## src/hdl/lnfw_pkg.sv

```systemverilog
`timescale 1ns / 1ps

package lnfw_pkg;

  localparam int MAG_W  = 32;
  localparam int DIV_W  = 30;
  localparam int CNT_W  = 6;
  localparam int SPAN_W = 4;
  localparam int BYTE_W = 8;
  localparam int QUOT_W = 8;

  localparam logic [CNT_W-1:0] FIRST_STEPS = CNT_W'(MAG_W);
  localparam logic [CNT_W-1:0] NEXT_STEPS  = CNT_W'(4);

  localparam logic [BYTE_W-1:0] LINE_TOP    = 8'd1;
  localparam logic [BYTE_W-1:0] LINE_BOTTOM = 8'd2;
  localparam logic [BYTE_W-1:0] CURSOR_TOP    = 8'h80;
  localparam logic [BYTE_W-1:0] CURSOR_BOTTOM = 8'hC0;
  localparam logic [BYTE_W-1:0] CURSOR_NONE   = 8'h00;
  localparam logic [BYTE_W-1:0] ASCII_ZERO  = 8'd48;
  localparam logic [BYTE_W-1:0] ASCII_MINUS = 8'h2D;
  localparam logic [BYTE_W-1:0] HIGH_MASK   = 8'hF0;

  typedef enum logic [1:0] {
    REG_BACKLIGHT  = 2'd0,
    REG_ENABLE     = 2'd1,
    REG_DATA_SEL   = 2'd2,
    REG_CMD_SEL    = 2'd3
  } cfg_reg_t;

  typedef enum logic [2:0] {
    S_IDLE,
    S_CURSOR,
    S_SIGN,
    S_DIV,
    S_DIGIT
  } state_t;

  typedef struct packed {
    logic             start;
    logic             first;
    logic [DIV_W-1:0] divisor;
  } div_cmd_t;

  function automatic logic [DIV_W-1:0] pow10(input logic [SPAN_W-1:0] idx);
    logic [DIV_W-1:0] p;
    case (idx)
      4'd0:    p = DIV_W'(1);
      4'd1:    p = DIV_W'(10);
      4'd2:    p = DIV_W'(100);
      4'd3:    p = DIV_W'(1000);
      4'd4:    p = DIV_W'(10000);
      4'd5:    p = DIV_W'(100000);
      4'd6:    p = DIV_W'(1000000);
      4'd7:    p = DIV_W'(10000000);
      4'd8:    p = DIV_W'(100000000);
      4'd9:    p = DIV_W'(1000000000);
      default: p = DIV_W'(1);
    endcase
    return p;
  endfunction

endpackage

```

## src/hdl/lnfw_divider.sv

```systemverilog
`timescale 1ns / 1ps

module lnfw_divider (
  input  logic                     clk,
  input  logic                     rst,
  input  lnfw_pkg::div_cmd_t       cmd,
  input  logic [lnfw_pkg::MAG_W-1:0] dividend,
  output logic                     busy,
  output logic [lnfw_pkg::QUOT_W-1:0] quot
);
  import lnfw_pkg::*;

  logic [DIV_W-1:0] part;
  logic [MAG_W-1:0] dvd;
  logic [DIV_W-1:0] dsr;
  logic [CNT_W-1:0] cnt;
  logic [DIV_W:0]   trial;
  logic [DIV_W:0]   diff;
  logic             ge;

  assign trial = {part, dvd[MAG_W-1]};
  assign diff  = trial - {1'b0, dsr};
  assign ge    = trial >= {1'b0, dsr};

  always_ff @(posedge clk) begin
    if (rst) begin
      busy <= 1'b0;
      cnt  <= '0;
    end else if (cmd.start) begin
      busy <= 1'b1;
      cnt  <= cmd.first ? FIRST_STEPS : NEXT_STEPS;
    end else if (busy) begin
      cnt  <= cnt - CNT_W'(1);
      busy <= (cnt != CNT_W'(1));
    end
  end

  // one quotient bit per cycle; the remainder carries on to the next digit
  always_ff @(posedge clk) begin
    if (cmd.start) begin
      dsr  <= cmd.divisor;
      quot <= '0;
      if (cmd.first) begin
        part <= '0;
        dvd  <= dividend;
      end else begin
        part <= {4'b0, part[DIV_W-1:4]};
        dvd  <= {part[3:0], {(MAG_W-4){1'b0}}};
      end
    end else if (busy) begin
      part <= ge ? diff[DIV_W-1:0] : trial[DIV_W-1:0];
      dvd  <= {dvd[MAG_W-2:0], 1'b0};
      quot <= {quot[QUOT_W-2:0], ge};
    end
  end

endmodule

```

## src/hdl/lcd_numeric_field_writer.sv

```systemverilog
`timescale 1ns / 1ps

// Prints a signed number on an HD44780 LCD driven through an I2C port
// expander in 4-bit mode.
// in channel (in_valid/in_ready): value, digit_span, line_number, column.
// out channel (out_valid/out_ready): one transfer per LCD byte, carrying the
// six expander bytes for it. A number gives a cursor command, a '-' if it is
// negative, then min(digit_span, MAX_SPAN)+1 digits; last_of_run marks the
// final digit. cfg channel (cfg_valid/cfg_ready): cfg_index selects
// backlight, enable, data select or command select bits; ready is always
// high. One number at a time: after the input transfer the sequencer goes
// to S_CURSOR, which pushes the cursor byte into the output register once
// the output slot is free. Digits come from a shared divider that yields one
// quotient bit per cycle; the leading digit divides the whole magnitude,
// each further digit carries on from the remainder, and S_DIGIT pushes it.
// in_ready rises again the cycle after the last digit is loaded.
// The output register holds a byte until taken; while it is full and out_ready
// is low, pushing states wait. Reset empties the output and restores the register
// defaults (backlight 0x08, enable 0x04, data select 0x01, command 0x00).
module lcd_numeric_field_writer #(
  parameter int MAX_SPAN = 9
) (
  input  logic        clk,
  input  logic        rst,
  input  logic        in_valid,
  output logic        in_ready,
  input  logic [31:0] value,
  input  logic [3:0]  digit_span,
  input  logic [7:0]  line_number,
  input  logic [7:0]  column,
  output logic        out_valid,
  input  logic        out_ready,
  output logic [7:0]  high_plain,
  output logic [7:0]  high_strobe,
  output logic [7:0]  high_release,
  output logic [7:0]  low_plain,
  output logic [7:0]  low_strobe,
  output logic [7:0]  low_release,
  output logic [7:0]  lcd_byte,
  output logic        is_character,
  output logic        last_of_run,
  input  logic        cfg_valid,
  output logic        cfg_ready,
  input  logic [1:0]  cfg_index,
  input  logic [7:0]  cfg_data
);
  import lnfw_pkg::*;

  state_t state, state_next;

  logic [BYTE_W-1:0] backlight, enable, data_sel, cmd_sel;

  logic              neg;
  logic [MAG_W-1:0]  mag;
  logic [SPAN_W-1:0] span;
  logic [SPAN_W-1:0] idx;
  logic [BYTE_W-1:0] loc;

  logic [SPAN_W-1:0] span_sat;
  logic [BYTE_W-1:0] loc_in;
  logic              slot_free;
  logic              push;
  logic [BYTE_W-1:0] push_byte;
  logic              push_chr;
  logic              push_last;
  div_cmd_t          div_cmd;
  logic              div_busy;
  logic [QUOT_W-1:0] div_quot;
  logic [BYTE_W-1:0] sel, hi, lo;

  assign cfg_ready = 1'b1;

  always_ff @(posedge clk) begin
    if (rst) begin
      backlight <= 8'h08;
      enable    <= 8'h04;
      data_sel  <= 8'h01;
      cmd_sel   <= 8'h00;
    end else if (cfg_valid && cfg_ready) begin
      case (cfg_reg_t'(cfg_index))
        REG_BACKLIGHT: backlight <= cfg_data;
        REG_ENABLE:    enable    <= cfg_data;
        REG_DATA_SEL:  data_sel  <= cfg_data;
        REG_CMD_SEL:   cmd_sel   <= cfg_data;
        default:       backlight <= backlight;
      endcase
    end
  end

  assign span_sat = (digit_span > SPAN_W'(MAX_SPAN)) ? SPAN_W'(MAX_SPAN) : digit_span;

  always_comb begin
    case (line_number)
      LINE_TOP:    loc_in = CURSOR_TOP | {4'b0, column[3:0]};
      LINE_BOTTOM: loc_in = CURSOR_BOTTOM | {4'b0, column[3:0]};
      default:     loc_in = CURSOR_NONE;
    endcase
  end

  assign slot_free = !out_valid || out_ready;

  lnfw_divider u_div (
    .clk      (clk),
    .rst      (rst),
    .cmd      (div_cmd),
    .dividend (mag),
    .busy     (div_busy),
    .quot     (div_quot)
  );

  always_ff @(posedge clk) begin
    if (rst) state <= S_IDLE;
    else     state <= state_next;
  end

  always_comb begin
    state_next = state;
    case (state)
      S_IDLE:   if (in_valid) state_next = S_CURSOR;
      S_CURSOR: if (slot_free) state_next = neg ? S_SIGN : S_DIV;
      S_SIGN:   if (slot_free) state_next = S_DIV;
      S_DIV:    if (!div_busy) state_next = S_DIGIT;
      S_DIGIT:  if (slot_free) state_next = (idx == '0) ? S_IDLE : S_DIV;
      default:  state_next = S_IDLE;
    endcase
  end

  always_comb begin
    in_ready        = 1'b0;
    push            = 1'b0;
    push_byte       = loc;
    push_chr        = 1'b0;
    push_last       = 1'b0;
    div_cmd.start   = 1'b0;
    div_cmd.first   = 1'b1;
    div_cmd.divisor = pow10(span);
    case (state)
      S_IDLE: in_ready = 1'b1;
      S_CURSOR: begin
        push          = slot_free;
        div_cmd.start = slot_free && !neg;
      end
      S_SIGN: begin
        push          = slot_free;
        push_byte     = ASCII_MINUS;
        push_chr      = 1'b1;
        div_cmd.start = slot_free;
      end
      S_DIGIT: begin
        push            = slot_free;
        push_byte       = ASCII_ZERO + div_quot;
        push_chr        = 1'b1;
        push_last       = (idx == '0);
        div_cmd.start   = slot_free && (idx != '0);
        div_cmd.first   = 1'b0;
        div_cmd.divisor = pow10(idx - SPAN_W'(1));
      end
      default: ;
    endcase
  end

  always_ff @(posedge clk) begin
    if (in_valid && in_ready) begin
      neg  <= value[MAG_W-1];
      mag  <= value[MAG_W-1] ? (MAG_W'(0) - value) : value;
      span <= span_sat;
      idx  <= span_sat;
      loc  <= loc_in;
    end else if (state == S_DIGIT && slot_free && idx != '0) begin
      idx <= idx - SPAN_W'(1);
    end
  end

  assign sel = push_chr ? data_sel : cmd_sel;
  assign hi  = sel | (push_byte & HIGH_MASK) | backlight;
  assign lo  = sel | {push_byte[3:0], 4'b0} | backlight;

  always_ff @(posedge clk) begin
    if (rst) begin
      out_valid <= 1'b0;
    end else if (push) begin
      out_valid <= 1'b1;
    end else if (out_ready) begin
      out_valid <= 1'b0;
    end
  end

  always_ff @(posedge clk) begin
    if (push) begin
      high_plain   <= hi;
      high_strobe  <= hi | enable;
      high_release <= hi & ~enable;
      low_plain    <= lo;
      low_strobe   <= lo | enable;
      low_release  <= lo & ~enable;
      lcd_byte     <= push_byte;
      is_character <= push_chr;
      last_of_run  <= push_last;
    end
  end

`ifndef SYNTHESIS
  a_ready_idle: assert property (@(posedge clk) disable iff (rst)
    in_ready |-> !div_busy)
    else $error("input taken while divider busy");
  a_start_free: assert property (@(posedge clk) disable iff (rst)
    div_cmd.start |-> !div_busy)
    else $error("divider restarted while busy");
  a_accept_cursor: assert property (@(posedge clk) disable iff (rst)
    (in_valid && in_ready) |=> (state == S_CURSOR))
    else $error("accepted number did not start with cursor byte");
  a_last_char: assert property (@(posedge clk) disable iff (rst)
    (out_valid && last_of_run) |-> is_character)
    else $error("run ended on a command byte");
  a_digit_ready: assert property (@(posedge clk) disable iff (rst)
    (state == S_DIGIT) |-> !div_busy)
    else $error("digit emitted before division finished");
`endif

endmodule

```

## config.mk

```make
export PLATFORM = sky130hd
export DESIGN_NAME = lcd_numeric_field_writer
export DESIGN_NICKNAME = d
export VERILOG_FILES = /design/src/hdl/lnfw_pkg.sv /design/src/hdl/lnfw_divider.sv /design/src/hdl/lcd_numeric_field_writer.sv
export SDC_FILE = /design/constraint.sdc
export NUM_CORES = 1
export LEC_CHECK = 0
export BUFFER_PORTS_ARGS = -buffer_cell sky130_fd_sc_hd__buf_2
export CORE_MARGIN = 1
export CORE_UTILIZATION = 47
export CTS_CLUSTER_DIAMETER = 100
export DETAILED_ROUTE_END_ITERATION = 7
export PLACE_DENSITY = 0.66
export SYNTH_ARGS = -nofsm -noshare
export SYNTH_HDL_FRONTEND = slang
export SYNTH_SLANG_ARGS = --single-unit
```

## constraint.sdc

```tcl
create_clock -name clk -period 4.5 [get_ports clk]
set_clock_uncertainty 0.2 [all_clocks]
set_input_delay 0.225 -clock clk [delete_from_list [all_inputs] [get_ports clk]]
set_output_delay 0.225 -clock clk [all_outputs]
set_load 0.03 [all_outputs]
```

==> summary by stage, run 1 <==
Outcome
The run finished with clean final reports.

Detailed routing
The detail route stage leaves a number of antenna-violating nets equal to 0. The total detailed-routing wirelength is 27900 um. The wire length per cell is 15.6 um. Using the TritonRoute via totals, the vias-per-cell ratio works out to ~5.4. The total via count after detailed routing is 9658. The pre-antenna-repair detailed-routing pass consisted of 5 iterations. After the first detailed-routing iteration, the DRC count stood at 621. After detailed routing, the number of remaining DRC violations is 0.

Synthesis
For this run, the leading register cell type out of synthesis is edfxtp_1. The multiplexer share of the synthesized area is 2.98%. Synthesis instantiated approximately 60 different standard cells from the library.

After synthesis, the largest family of logic cells by area is simple AND/OR/NAND/NOR gates. The post-synth net total is 1386. The fraction of the mapped netlist area in compound gates is 13.1%. After synthesis the netlist holds a flip-flop and latch count of 252. The simple-gate portion of the synthesized area is between 10% and 20%. Yosys printed 0 warnings.

The post-synthesis cell type with the largest combined area is edfxtp_1. Yosys attributes the largest share of cell area to edfxtp_1, dfxtp_1, nand2_1, ha_1, a21oi_1. The xor and xnor fraction of the mapped netlist area is under 10%.

Of the total synthesized cell area, the portion taken by full adders, half adders and majority gates is 4.57%. Counting flops with an async set or reset pin after synthesis yields a share of 0%. The average instance in the mapped netlist occupies 10.0 sq um. In this run the biggest area consumer among cell types represents 41.8% of the synthesized area. After synthesis the cells add up to approximately 13000 sq um.

The part of the Yosys area used for sequential elements is 53.4%. Synthesis produced approximately 1300 cells. Counting flops with a built-in enable in the synthesized netlist gives 178.

Place
Routability-driven placement finished with a final weighted congestion of 0.900. Buffers placed on the I/O ports in this run total 122. The placed wire-length estimate is 19000 um. In this run the cell area measured after placement is 13500 sq um.

Floorplan
The top-level I/O count is 128. The die boundary height is 167 um. The initial utilization of the core area, before any placement, comes to 48.5%. Measured along the x axis, the die boundary spans 167 um. The floorplan step defined a core boundary enclosing 26400 sq um. The die covers about 28000 sq um. The standard-cell row count is 59.

Critical path
The largest stage delay on the critical path is 470 ps. The worst register-to-register path has a depth of 11. Of all nets on the critical path, the largest fanout is 16. The critical register-to-register path endpoint is u_div.part[2]$_DFFE_PP_. For flop-to-flop paths, the worst setup slack is 860 ps. The data arrival time of the critical path is 3700 ps. The total buffers and inverters traversed by the critical path is 2. Data on the critical path is required at its endpoint by 4560 ps.

The startpoint identified for the worst register-to-register timing path is u_div.dsr[28]$_DFFE_PP_. The setup path with the least slack is of type reg2reg. STA classifies the critical path endpoint as a flip-flop.

The critical path goes through inv_1 > ha_1 > and2_1 > a221o_1 > a21oi_2 > o21ai_1 > a211o_1 > a31oi_4 > buf_4 > mux2i_1 > a21oi_1. Among all stages on the critical path, the largest delay is contributed by a31oi_4. The dominant delay contributor by cell family on the critical path is compound AO/OA/AOI/OAI gates. The kind of start point of the critical path is a flip-flop.

Timing
The hold violation count in the final report was 0. Summed over all failing endpoints, the final setup total negative slack is 0 ps. The shortest period the worst path allows is 3640 ps. The remaining max-slew budget at the tightest pin is about 16%. The timing-limited maximum frequency is 275 MHz.

Setup repair after global routing left no endpoint under its margin. The post-route clock period utilization is between 80% and 90%. The actual transition at the worst max-transition pin is approximately 1300 ps.

The final-report max-slew violation count was 0. The number of setup violations in the final report is 0.

Job
The tool flagged a number of max-cap violations equal to 0.

Clocking
The clock passes through at most 3 buffers. The setup fix buffers added after clock tree synthesis is 0. Once the clock tree was built, the resizer swapped 0 gates to a different size.

Clock tree synthesis inserted a total of 27 buffers. The CTS tree is done. The clock insertion delay at the later pin of the skew report is 530 ps. CTS built an H-tree with a depth of 1.

Clock-pin slew was measured on the worst setup and hold paths at 60 ps. CTS saw 252 sinks. In this run the clock root is driven by a clkbuf_16.

GRT
Entering global routing, the biggest net connects 69 pins. The global-route wire length before repair is 46000 um. The combined global-route utilization of all metal layers is roughly a fifth. The number of global-route vias before repair was 9300.

The initial antenna violation count is 0. The aggregate global routing overflow is 0.

Layout
0 antenna diodes ended up in the layout. The net count reported at finish is between 1500 and 2000. The final non-filler cell area is 15200 sq um. The share of cells above drive strength 1 is 14.2%.

After filler insertion, the fill cell instance count of the layout stands at 2222. The growth of design area from synthesis to finish is 19.1%.

Pwr
For this design the static power due to leakage is 6.22 nW. IR analysis of the VDD net gives a maximum drop of ~0.55 mV. The power per unit of standard cell area is 836 nW/um^2.

Hold path
The startpoint identified for the worst hold timing path is value[31]. The worst hold path belongs to the class in2reg. The endpoint with the worst hold slack is neg$_DFFE_PP_. Along the worst hold path, the cell count comes to 1.
worst register-to-register path, cell delays in order, from the launching register on:
cell and delay [ps]:
edfxtp_1 360, inv_1 200, ha_1 350, and2_1 190
a221o_1 370, a21oi_2 160, o21ai_1 70, a211o_1 340
a31oi_4 470, buf_4 340, mux2i_1 220, a21oi_1 80
registers in the layout (all words and copies together) (netlist names), 6 cells and up, named ones only:
register	flops
high_release	8
u_div.dvd	32
cmd_sel	8
mag	32
loc	6
high_plain	8
u_div.part	30
lcd_byte	8
backlight	8
u_div.dsr	23
high_strobe	8
enable	8
u_div.quot	8
data_sel	8
u_div.cnt	6
placed cells by master, fill, tap and decap left out, types with 8 or more instances in the layout:
cell type	instances
ha_1	45
o21a_1	11
inv_1	52
dlygate4sd3_1	74
nand4_1	9
and2_1	13
xnor2_1	48
buf_2	122
dfxtp_1	74
clkbuf_1	8
a21oi_1	90
nand2_1	200
or2_2	18
nand3_1	28
edfxtp_1	178
or3_1	8
a211o_1	12
o211ai_1	9
xor2_1	17
o21ai_0	82
nand2b_1	13
buf_4	13
nor2b_1	19
mux2i_1	38
a31oi_1	21
o31ai_1	11
and3_1	17
nor3_1	20
nor2_1	90
clkbuf_16	29
report_power, final:
part	switching, mW	internal (mW)	total, mW
Clock	0.882	1.39	2.27
Sequential	0.452	3.95	4.40
Combinational	3.87	2.18	6.05
layer usage:
layer,global-route usage (%),share of wire (%),vias up
li1,-,-,4831
met1,26.4,45,4541
met2,35.1,48,238
met3,2.80,4.2,48
met4,4.91,2.0,0
met5,0,0,-
through the flow:
step	cells	hold slack, ps	setup WS, ps	power, mW	utilization [%]
floorplan	1273	124	482	9.07	-
global placement	1669	243	900	10.3	51.4
detailed placement	1669	247	859	10.4	51.4
CTS	1793	2.34	852	12.8	57.7
global route	1793	40.9	623	13.6	57.7
finish	1793	28.9	860	12.7	57.7
synth_stat cells (5+ instances only):
master	number
edfxtp_1	178
dfxtp_1	74
buf_4	15
ha_1	45
nand4_1	9
a211oi_1	7
nand2b_1	14
o21ai_0	82
or2_2	18
nor3_1	21
or4_1	5
o211ai_1	9
nand2_1	200
a21oi_1	90
nor2b_1	19
clkbuf_1	41
mux2i_1	38
inv_1	54
and3_1	17
nor4_1	7
xor2_1	17
buf_1	9
buf_2	5
o31ai_1	11
o41ai_1	5
a211o_1	12
a21o_1	7
or3_1	9
nor2_1	91
o21a_1	11
xnor2_1	48
nand3_1	28
and2_1	13
a31oi_1	21
logic make-up after synthesis:
kind of cell               count (synthesis)
xor gates and xnor gates                  65
muxes                                     38
AOI/OAI and AO/OA                        278
adders and majority gates                 46
DFF                                      252
and+or+nand+nor                          464
buffers and inverters                    129
other                                      1
how the worst max path moves through the flow:
stage	end	depth (start not counted)	slack, ps	startpoint
2_1_floorplan	flip-flop	11	480	state[0]$_SDFFE_PP0P_
3_3_place_gp	u_div.part[4]$_DFFE_PP_	11	900	u_div.dsr[28]$_DFFE_PP_
3_5_place_dp	u_div.part[2]$_DFFE_PP_	11	860	u_div.dsr[28]$_DFFE_PP_
4_1_cts	u_div.part[2]$_DFFE_PP_	11	850	u_div.dsr[28]$_DFFE_PP_
5_1_grt	u_div.part[5]$_DFFE_PP_	11	620	u_div.dsr[28]$_DFFE_PP_
6_report	u_div.part[2]$_DFFE_PP_	11	860	u_div.dsr[28]$_DFFE_PP_
area by class of cell:
class | count | area, sq um | share of cell area [%]
Sequential cell | 252 | 6830 | 44.9
Clock buffer | 40 | 791 | 5.20
Tap cell | 335 | 419 | 2.76
Timing Repair Buffer | 209 | 1450 | 9.53
Clock inverter | 10 | 130 | 0.856
Multi-Input combinational cell | 892 | 5390 | 35.4
Inverter | 55 | 206 | 1.36
repair_timing:
action	in CTS	in global routing
setup endpoints to repair	0	0
hold buffers	74	0
hold endpoints to repair	79	0
Note: power is estimated with default switching activity, not from simulation.
==> inputs of run 2 (changes only) <==
--- a/config.mk
+++ b/config.mk
@@ -5,12 +5,13 @@
 export SDC_FILE = /design/constraint.sdc
 export NUM_CORES = 1
 export LEC_CHECK = 0
+export ABC_AREA = 1
 export BUFFER_PORTS_ARGS = -buffer_cell sky130_fd_sc_hd__buf_2
 export CORE_MARGIN = 1
 export CORE_UTILIZATION = 47
 export CTS_CLUSTER_DIAMETER = 100
 export DETAILED_ROUTE_END_ITERATION = 7
-export PLACE_DENSITY = 0.66
+export PLACE_DENSITY = 0.68
 export SYNTH_ARGS = -nofsm -noshare
 export SYNTH_HDL_FRONTEND = slang
 export SYNTH_SLANG_ARGS = --single-unit
==> constraint.sdc (replaced) <==
create_clock -name clk -period 3.15 [get_ports clk]
set_clock_uncertainty 0.2 [all_clocks]
set_input_delay 0.1575 -clock clk [delete_from_list [all_inputs] [get_ports clk]]
set_output_delay 0.1575 -clock clk [all_outputs]
set_load 0.03 [all_outputs]
==> run 2 against run 1 <==
Compared with the run above:
- cell area rose by 5.6%
- flip-flop and latch count did not move
- first-iteration DRC count fell by 4.5%
- non-clock buffer count fell by 1
- critical path depth rose by 4
- worst hold slack improved by 27 ps
- combinational power rose by 48%
- synthesized cell count rose by 28%
- wire length rose by 14%
- worst setup slack got worse by 530 ps
- global-route usage rose by 1.7 points
==> summary by stage, run 2 <==
Timing
The sum of negative setup slack is 0 ps (unchanged). The final-report max-slew violation count is 0 (unchanged). The post-route clock period utilization is between 80% and 90%. The shortest period the worst path allows is 2820 ps.

The remaining max-slew budget at the tightest pin is 39.5% (+23 points). The hold violation count in the final report is 0 (unchanged). The number of setup violations in the final report was 0 (unchanged). The actual transition at the worst max-transition pin is 907 ps (-347 ps). Timing would allow up to 355 MHz.

Setup repair after global routing left no endpoint under its margin.

Floorplan
The top-level I/O count was 128 (unchanged). The full die area was 29400 sq um (+5.7%). The core region area came to 28000 sq um (+6.3%). The standard-cell row count is 61 (+3.4%).

The effective utilization at floorplan is 48.2% (-0.24 points). The horizontal die dimension is 172 um (+2.8%). The die boundary height came to 172 um (+2.8%).

Clocking
The cell sitting at the root of the clock tree is a clkbuf_16. The clock edge transition at the registers on the reported setup and hold paths is 60 ps (about the same). The number of buffers created by CTS is 25 (-7.4%). The clock sink count is 252 (unchanged).

The clock insertion delay at the later pin of the skew report came to 520 ps (about the same). The number of buffers between clock root and the deepest sink came to 3 (unchanged). The setup fix buffers added after clock tree synthesis is 0 (unchanged). The count of H-tree levels built during CTS is 1 (unchanged).

TritonCTS built the clock tree.

Hold path
The critical hold path startpoint is cfg_index[1]. The class of the worst hold path is in2reg.

Layout
The antenna diode count is 0 (unchanged). The largest registers in the layout are mag: 32 flops, u_div.dvd: 32 flops, u_div.part: 30 flops. Compared with the post-synthesis result, the final layout area differs by 18.9%. The most common cell after layout, fill and taps aside is nand2_1. The number of cells in the finished layout apart from fillers is 2210 (+23%). The library cells used most frequently in the layout, excluding fill and tap cells, are nand2_1, inv_1, edfxtp_1. The net count reported at finish came to 1926 (+24%). The final non-filler cell area was 16100 sq um (+5.6%).

The share of cells above drive strength 1 is 11.3% (-2.9 points).

GRT
The maximum number of pins on one net before global-route repair is 71 (+2.9%). The global-route wire length before repair was 51300 um (+12%). The number of global-route vias before repair is 10600 (+14%).

The initial antenna violation count is 0 (unchanged). The aggregate global routing overflow was 0 (unchanged). The combined global-route utilization of all metal layers is 21.8% (+1.7 points).

Place
The placed wire-length estimate is 23100 um (+22%). The area of placed instances is 14400 sq um (+6.5%). The last weighted congestion value of the routability-driven placer is 0.976 (+8.4%). The instance count after placement with tap cells included is 2090 (+25%).

The quantity of I/O buffers inserted on ports is 122 (unchanged).

Job
The number of violations of the max-capacitance limit is 0 (unchanged).

Synthesis
The summed instance area of the synthesized netlist came to 13500 sq um (+5.8%). The post-synthesis cell type with the largest combined area is edfxtp_1. The post-synth net total was 1738 (+25%). Yosys instantiated no cell more often than nand2_1. The simple-gate portion of the synthesized area is 22.6% (+5.8 points).

The post-synthesis adder-cell area fraction is 4.32% (-0.25 points). The share of Yosys cell area claimed by the top area cell type was 39.6% (-2.3 points). The number of distinct standard cells referenced by the synthesized netlist came to 48 (-19%). The number of register bits inferred by synthesis is 252 (unchanged).

The fraction of the mapped netlist area in compound gates is 9.50% (-3.6 points). Ranked by instance count, the synthesized netlist is headed by nand2_1, inv_1, edfxtp_1. The synthesized instance count came to 1625 (+28%). The share of synthesized flip-flops with an asynchronous set or reset is 0% (unchanged). Ranked by total cell area, the synthesized netlist is headed by edfxtp_1, dfxtp_1, nand2_1, inv_1, nor2_1.

The part of the Yosys area used for sequential elements is 50.5% (-2.9 points). The count of yosys warnings during synthesis came to 0 (unchanged). The xor and xnor fraction of the mapped netlist area is 2.92% (-1.5 points).

The synthesized area per cell is 8.31 sq um (-17%). The combinational family with the most area after synthesis is simple AND/OR/NAND/NOR gates. The multiplexer share of the synthesized area was 0% (-3.0 points). In the synthesized netlist the dominant register cell turns out to be edfxtp_1. The number of enable flip-flop cells after synthesis is 178 (unchanged).

Critical path
The required arrival time at the worst endpoint is 3210 ps (-1350 ps). The total buffers and inverters traversed by the critical path was 4 (+2). The most frequent cell on the critical path is nand2_1. The dominant delay contributor by cell family on the critical path is buffers and inverters. The largest stage delay on the critical path came to 560 ps (+90 ps).

The kind of end point of the critical path is a flip-flop. The critical path starts at value[2]. Walking the worst path, the cells encountered are dlygate4sd3_1 > buf_2 > nor2_1 > nand2_1 > nor2_1 > nand3_1 > nor2_1 > nand2_1 > o21ai_0 > nand2_1 > inv_1 > nand2_1 > nand2_1 > nand2_1 > dlygate4sd3_1. The setup path with the least slack is of type in2reg. The startpoint identified for the worst register-to-register timing path is u_div.part[1]$_DFFE_PP_. The largest individual stage delay along the critical path comes from the cell dlygate4sd3_1.

The data arrival time of the critical path is 2880 ps (-820 ps). The peak fanout along the critical path was 4 (-12). The kind of start point of the critical path is a primary input.

The slack of the worst reg-to-reg path is 360 ps (-500 ps).

Pwr
The power per unit of standard cell area is 1130 nW/um^2 (+35%). The leakage power is 7.42 nW (+19%). The maximum vdd drop is 0.618 mV (+12%). The total power of the final layout is 18.2 mW (+43%).

Detailed routing
The total detailed-routing wirelength is 31700 um (+14%). The wire length per cell is 14.4 um (-7.9%). The remaining antenna violation count is 0 (unchanged).

The total via count after detailed routing was 11100 (+15%). The mean number of vias per cell is 5.01 (-7.0%). The number of DRC markers after the initial detailed-route iteration came to 593 (-4.5%). The number of detailed-route iterations in the first pass was 5 (unchanged). The DRC violations left is 0 (unchanged).

Outcome
The run finished with clean final reports.
==> run 2: repair_timing <==
item | in CTS | in global routing
endpoints found under the setup margin | 0 | 5
endpoints found under the hold margin | 99 | 0
gates resized for setup | 0 | 1
hold buffers | 74 | 0
==> run 2: worst min-delay path, stage by stage <==
cell and delay [ps]:
buf_2 110, nor3_1 50, buf_4 150, o21ai_0 190, nor2_1 60
==> run 2: layout make-up <==
cell class | count | area (sq um)
fillers | 2491 | 11900
flip-flops and latches | 252 | 6830
multi-input cells | 1034 | 5320
repair buffers | 208 | 1450
inverters | 292 | 1100
clock buffers | 37 | 838
well taps | 378 | 473
clock inverters | 9 | 56.3
==> run 2: layer usage <==
metal / wire length (um) / GRT usage (%) / part of all wire [%] / vias to the layer above
li1: - / - / - / 5653
met1: 14400 / 28.5 / 45 / 5091
met2: 15300 / 37.6 / 48 / 274
met3: 1270 / 2.44 / 4.0 / 50
met4: 830 / 7.38 / 2.6 / 0
met5: 0 / 0 / 0 / -
==> run 2: through the flow <==
stage | setup WS, ps | hold slack (ps) | util (%)
3_5_place_dp | 159 | 173 | 51.5
5_1_grt | 62.6 | 96.1 | 57.4
3_3_place_gp | 258 | 169 | 51.5
6_report | 333 | 55.8 | 57.4
2_1_floorplan | 174 | 26.6 | -
4_1_cts | 131 | 6.86 | 57.3
==> run 2: cells by family after synthesis <==
logic type / Yosys count
and+or+nand+nor: 726
DFF: 252
other: 1
adders and majority gates: 46
AOI/OAI and AO/OA: 216
xor gates and xnor gates: 45
buffers and inverters: 339
==> run 2: final timing paths <==
check | endpoint | depth (start not counted)
setup reg to reg | u_div.part[3]$_DFFE_PP_ | 15
setup / recovery | mag[29]$_DFFE_PP_ | 15
hold reg to reg | cmd_sel[4]$_SDFFE_PP0P_ | 2
hold / removal | backlight[7]$_SDFFE_PP0P_ | 5
==> run 2: where the power goes <==
part	total [mW]	internal (mW)	leakage [nW]	switching (mW)
combinational	8.95	2.84	4.70	6.11
clock	3.10	1.86	0.452	1.24
sequential	6.13	5.58	2.27	0.548
